--- src/hw/rtl/box_blur_3x3_border_clamped_defines.svh ---
// assertion macros for the 3x3 box blur
// used by the top level only; expects clk and rst_n in scope
`ifndef BOX_BLUR_3X3_BORDER_CLAMPED_DEFINES_SVH
`define BOX_BLUR_3X3_BORDER_CLAMPED_DEFINES_SVH

// same-cycle implication
`define BB3_ASSERT_NOW(lbl, ante, cons, msg) \
  lbl: assert property (@(posedge clk) disable iff (!rst_n) (ante) |-> (cons)) else $error(msg);

// next-cycle implication
`define BB3_ASSERT_NEXT(lbl, ante, cons, msg) \
  lbl: assert property (@(posedge clk) disable iff (!rst_n) (ante) |=> (cons)) else $error(msg);

`endif

--- src/hw/rtl/bb3_pkg.sv ---
// shared types, constants and divide helper for the 3x3 box blur
// no dependencies
package bb3_pkg;

  localparam int MAX_WIDTH_DEF = 1024;
  localparam int FW_W          = 11;
  localparam int FH_W          = 12;
  localparam int ROW_W         = 12;
  localparam int OCOL_W        = 10;
  localparam int CFG_DATA_W    = 12;
  localparam int CFG_IDX_W     = 2;
  localparam int SUM_W         = 12;

  localparam logic [CFG_IDX_W-1:0] CFG_FRAME_WIDTH  = 2'd0;
  localparam logic [CFG_IDX_W-1:0] CFG_FRAME_HEIGHT = 2'd1;
  localparam logic [CFG_IDX_W-1:0] CFG_HALVE_MODE   = 2'd2;

  localparam logic [FW_W-1:0] FW_RESET = 11'd640;
  localparam logic [FH_W-1:0] FH_RESET = 12'd480;

  // neighbourhood sizes
  localparam logic [1:0] CNT4 = 2'd0;
  localparam logic [1:0] CNT6 = 2'd1;
  localparam logic [1:0] CNT9 = 2'd2;

  typedef logic [23:0] pix_t;
  // [0] two rows up, [1] one row up, [2] current row
  typedef pix_t [2:0] col_t;

  typedef struct packed {
    logic [7:0] in_red;
    logic [7:0] in_green;
    logic [7:0] in_blue;
  } pix_in_t;

  typedef struct packed {
    logic [7:0]        out_red;
    logic [7:0]        out_green;
    logic [7:0]        out_blue;
    logic [OCOL_W-1:0] out_col;
    logic [ROW_W-1:0]  out_row;
    logic              last_of_run;
    logic              end_of_frame;
  } pix_out_t;

  typedef struct packed {
    logic              use_a;
    logic              first;
    logic              halve;
    logic [OCOL_W-1:0] col;
    logic [ROW_W-1:0]  row;
    logic              last;
    logic              eof;
  } mean_req_t;

  // floor(v/count) by reciprocal, exact while v is at most 255 times the count
  function automatic logic [7:0] div_cnt(input logic [SUM_W-1:0] v, input logic [1:0] code);
    logic [25:0] p6;
    logic [25:0] p9;
    logic [7:0]  q;
    p6 = 26'(v) * 26'd10923;
    p9 = 26'(v) * 26'd3641;
    case (code)
      CNT4:    q = v[9:2];
      CNT6:    q = p6[23:16];
      CNT9:    q = p9[22:15];
      default: q = v[9:2];
    endcase
    return q;
  endfunction

endpackage

--- src/hw/rtl/bb3_mean.sv ---
// window sum and divide unit: sums stage, then divide into the output register
// depends on bb3_pkg
module bb3_mean (
  input  logic               clk,
  input  logic               rst_n,
  input  logic               start,
  input  bb3_pkg::mean_req_t req,
  input  bb3_pkg::col_t      col_a,
  input  bb3_pkg::col_t      col_b,
  input  bb3_pkg::col_t      col_c,
  output logic               ready,
  output logic               out_valid,
  input  logic               out_stall,
  output bb3_pkg::pix_out_t  out_data
);

  logic                         s1_v_r;
  logic [bb3_pkg::SUM_W-1:0]    s1_sum_r [3];
  logic [1:0]                   s1_code_r;
  bb3_pkg::mean_req_t           s1_req_r;
  logic                         out_v_r;
  bb3_pkg::pix_out_t            out_r;
  logic [bb3_pkg::SUM_W-1:0]    sum_nxt [3];
  logic [1:0]                   code_nxt;
  logic [bb3_pkg::SUM_W-1:0]    hv [3];
  logic                         move;

  always_comb begin
    for (int ch = 0; ch < 3; ch++) begin
      sum_nxt[ch] = '0;
      for (int rw = 0; rw < 3; rw++) begin
        if (rw != 0 || !req.first) begin
          sum_nxt[ch] = sum_nxt[ch] + bb3_pkg::SUM_W'(col_b[rw][23-8*ch -: 8])
                                    + bb3_pkg::SUM_W'(col_c[rw][23-8*ch -: 8]);
          if (req.use_a) begin
            sum_nxt[ch] = sum_nxt[ch] + bb3_pkg::SUM_W'(col_a[rw][23-8*ch -: 8]);
          end
        end
      end
    end
    if (req.use_a && !req.first) begin
      code_nxt = bb3_pkg::CNT9;
    end else if (req.use_a || !req.first) begin
      code_nxt = bb3_pkg::CNT6;
    end else begin
      code_nxt = bb3_pkg::CNT4;
    end
  end

  assign move  = s1_v_r && (!out_v_r || !out_stall);
  assign ready = !s1_v_r || move;

  always_comb begin
    for (int ch = 0; ch < 3; ch++) begin
      hv[ch] = s1_req_r.halve ? (s1_sum_r[ch] >> 1) : s1_sum_r[ch];
    end
  end

  always_ff @(posedge clk) begin
    if (!rst_n) begin
      s1_v_r  <= 1'b0;
      out_v_r <= 1'b0;
    end else begin
      if (start) begin
        s1_v_r <= 1'b1;
      end else if (move) begin
        s1_v_r <= 1'b0;
      end
      if (move) begin
        out_v_r <= 1'b1;
      end else if (!out_stall) begin
        out_v_r <= 1'b0;
      end
    end
  end

  always_ff @(posedge clk) begin
    if (start) begin
      s1_sum_r  <= sum_nxt;
      s1_code_r <= code_nxt;
      s1_req_r  <= req;
    end
    if (move) begin
      out_r.out_red      <= bb3_pkg::div_cnt(hv[0], s1_code_r);
      out_r.out_green    <= bb3_pkg::div_cnt(hv[1], s1_code_r);
      out_r.out_blue     <= bb3_pkg::div_cnt(hv[2], s1_code_r);
      out_r.out_col      <= s1_req_r.col;
      out_r.out_row      <= s1_req_r.row;
      out_r.last_of_run  <= s1_req_r.last;
      out_r.end_of_frame <= s1_req_r.eof;
    end
  end

  assign out_valid = out_v_r;
  assign out_data  = out_r;

endmodule
--- config.mk ---
export PLATFORM = sky130hd
export DESIGN_NAME = bb3_mean
export DESIGN_NICKNAME = d
export VERILOG_FILES = /design/src/hw/rtl/box_blur_3x3_border_clamped_defines.svh /design/src/hw/rtl/bb3_pkg.sv /design/src/hw/rtl/bb3_mean.sv
export SDC_FILE = /design/constraint.sdc
export NUM_CORES = 1
export LEC_CHECK = 0
export BUFFER_PORTS_ARGS = -buffer_cell sky130_fd_sc_hd__buf_2
export CAP_MARGIN = 30
export CORE_MARGIN = 4
export CORE_UTILIZATION = 50
export DETAILED_ROUTE_END_ITERATION = 8
export PLACE_DENSITY = 0.79
export SYNTH_ARGS = -nofsm -noshare
export SYNTH_HDL_FRONTEND = slang
export SYNTH_SLANG_ARGS = --single-unit
--- constraint.sdc ---
create_clock -name clk -period 9.19 [get_ports clk]
set_input_delay 1.3785 -clock clk [delete_from_list [all_inputs] [get_ports clk]]
set_output_delay 1.3785 -clock clk [all_outputs]
set_load 0.02 [all_outputs]
==> impl_metrics.env <==
export IMPL_status="finished, final reports clean"
export IMPL_rows=81
export IMPL_port_buffers=296
export IMPL_min_period_over_period_pct=90.7
export IMPL_insertion_delay_ns=0.45
export IMPL_synth_seq_cells=113
export IMPL_grt_max_degree=65
export IMPL_initial_core_util_pct=50.5
export IMPL_min_period_ns=8.33
export IMPL_yosys_warnings=0
export IMPL_antenna_found_initial=12
export IMPL_place_congestion=0.940
export IMPL_syn_nets=3573
export IMPL_drc_errors=0
export IMPL_critical_path_most_common_cell="ha_1"
export IMPL_regArea_sq_mm=0.00337
export IMPL_synth_async_reset_ratio_pct=0
export IMPL_routed_via_count=19300
export IMPL_post_drt_wl_per_cell_microns=18.1
export IMPL_cts_clk_slew_worst_paths_ns=0.05
export IMPL_grt_busiest_layer="met2"
export IMPL_critPathLaunch="col_b[16]"
export IMPL_worstMarginPinSlew_ns=0.936
export IMPL_r2r_start="s1_req_r[24]"
export IMPL_hold_class="flip-flop to flip-flop"
export IMPL_postSynthAreaPerCell_sq_um=9.82
export IMPL_arrival_ns=8.50
export IMPL_use_met3_pct=4.88
export IMPL_fill_cells=4222
export IMPL_slowest_delay_ns=0.50
export IMPL_crit_slowest_cell="fa_1"
export IMPL_fmax_ghz=0.120
export IMPL_multi_input_area_sq_mm=0.0194
export IMPL_critPathLaunchType="input pin"
export IMPL_grt_use_met2_pct=42.4
export IMPL_ctsHoldBuffers=0
export IMPL_hold_viol=0
export IMPL_ff2ff_path_depth=22
export IMPL_pin_count=297
export IMPL_die_y_microns=230
export IMPL_slew_headroom_pct=35.8
export IMPL_nets=3875
export IMPL_rsz0062_at_grt="false"
export IMPL_worstReg2RegEnd="out_data[46]"
export IMPL_synth_ff_type="edfxtp_1"
export IMPL_drive_above_1_share_pct=14.0
export IMPL_required_ns=9.35
export IMPL_synthCells=2511
export IMPL_ant_nets=0
export IMPL_htreeDepth=4
export IMPL_drt_wl_total_mm=63.2
export IMPL_cts_resized=0
export IMPL_rrSetupSlack_ns=1.92
export IMPL_dieWidth_microns=230
export IMPL_finalSetupViolCount=0
export IMPL_cts_tree="done"
export IMPL_detail_route_iter0_violations=943
export IMPL_synth_edf_count=111
export IMPL_dr_pass1_iters=5
export IMPL_dieArea_sq_mm=0.0529
export IMPL_finalSetupTns_ns=0
export IMPL_crit_end="s1_sum_r[34]"
export IMPL_cts_setup_buffers=0
export IMPL_dp_hpwl_mm=55.5
export IMPL_fin_skew_ns=0.0219
export IMPL_clock_root_buffer="clkbuf_16"
export IMPL_grt_use_total_pct=24.1
export IMPL_synth_area_sq_mm=0.0247
export IMPL_yosysSeqAreaShare_pct=13.7
export IMPL_grt_pass1_vias=21000
export IMPL_cts_sink_count=113
export IMPL_overflow=0
export IMPL_path_class="input pin to flip-flop"
export IMPL_path_max_fanout=4
export IMPL_cts_buffers=17
export IMPL_cts_buffer_depth=2
export IMPL_end_kind="flip-flop"
export IMPL_syn_to_final_growth_pct=11.8
export IMPL_grtUsageMet1_pct=29.3
export IMPL_grt_first_pass_wirelength_mm=104
export IMPL_final_max_slew_viol_count=0
export IMPL_design_core_area_sq_mm=0.0488
export IMPL_drv_cap=0
export IMPL_synth_cell_types=77
export IMPL_viasPerCell=5.50
==> synthesized netlist by cell type, drive strengths merged (32+ instances only) <==
library cell  instances  area share (%)
o21ai                86             1.7
edfxtp              111              14
o21a                 38             1.2
a21oi               126             2.6
nor2                125             1.9
nand2                81             1.2
a21o                 56             1.7
nor3                 36            0.73
inv                 483             7.4
xor2                 50             1.8
mux2                 32             1.5
fa                  279              23
xnor2               116             4.2
ha                  536              27
==> layout make-up <==
cell class,instances,share of cell area [%]
Timing Repair Buffer,311,5.79
Tap cell,664,3.01
Clock inverter,14,0.481
Multi-Input combinational cell,1887,70.3
Sequential cell,113,12.2
Antenna cell,9,0.0817
Inverter,483,6.57
Clock buffer,18,1.56
==> metrics by stage <==
stage | hold WS (ns) | worst slack [ns] | area, sq um | util (%) | std cells
floorplan | 0.400 | 1.31 | 24700 | - | 2511
global placement | 0.400 | 0.812 | 27000 | 55.2 | 3457
detailed placement | 0.405 | 0.460 | 27000 | 55.3 | 3458
CTS | 0.420 | 0.929 | 27600 | 56.4 | 3490
global route | 0.423 | 0.421 | 27600 | 56.4 | 3492
finish | 0.417 | 0.859 | 27600 | 56.5 | 3499
==> worst min path at each step <==
stage	from	endpoint	slack (ns)	cells past startpoint
after floorplan	s1_req_r[0]	out_data[0]	0.40	0
after global placement	s1_req_r[11]	out_data[11]	0.40	0
after detailed placement	s1_req_r[16]	out_data[16]	0.41	0
after CTS	s1_req_r[19]	out_data[19]	0.42	0
after global routing	s1_req_r[2]	out_data[2]	0.42	0
final	s1_req_r[19]	out_data[19]	0.42	0
==> worst max-delay path, delay by kind of cell <==
| family | cells | cell delay, ns |
|---|---|---|
| buffers and inverters | 3 | 0.21 |
| AOI/OAI and AO/OA | 11 | 2.18 |
| and+or+nand+nor | 4 | 0.59 |
| adders and majority gates | 9 | 3.45 |
| xor gates and xnor gates | 5 | 0.69 |
==> state kept, by name, summed over array words and instances, names as in the netlist <==
register / cells
out_data: 48
out_valid: 1
s1_code_r: 2
s1_req_r: 25
s1_sum_r: 36
s1_v_r: 1
==> placed cells by master, fill, tap and decap left out, types with 8 or more instances in the layout <==
cell	n
nand2_1	81
mux2_2	32
nand2b_1	23
xnor2_1	115
o211ai_1	9
mux2i_1	29
ha_1	536
diode_2	9
buf_2	295
inv_1	482
nand3_1	28
nor2_1	125
buf_4	16
a221oi_1	11
xor2_1	49
a21oi_1	123
nor2b_1	28
a211oi_1	29
o21ai_0	82
clkbuf_16	17
nor3_1	36
a21o_1	56
or3_1	10
edfxtp_1	111
o31ai_1	13
fa_1	279
o21a_1	38
nand4_1	8
o21bai_1	18
==> metal layers <==
| layer | wire length, microns | vias to the layer above |
|---|---|---|
| li1 | - | 9219 |
| met1 | 26300 | 9324 |
| met2 | 31200 | 566 |
| met3 | 3470 | 127 |
| met4 | 2210 | 14 |
| met5 | 89 | - |
==> logic make-up after synthesis <==
| kind of cell | after synthesis | share of synthesized area, % |
|---|---|---|
| AO/OA/AOI/OAI | 475 | 12.9 |
| XOR/XNOR | 167 | 6.06 |
| adder cells (fa/ha/maj) | 815 | 49.8 |
| buffers and inverters | 511 | 7.79 |
| flip-flops | 113 | 13.7 |
| multiplexers | 61 | 2.64 |
| AND/OR/NAND/NOR | 369 | 7.06 |
Power is not shown: default switching activity piles up to over one toggle a cycle in this logic, so the estimate is an artifact.
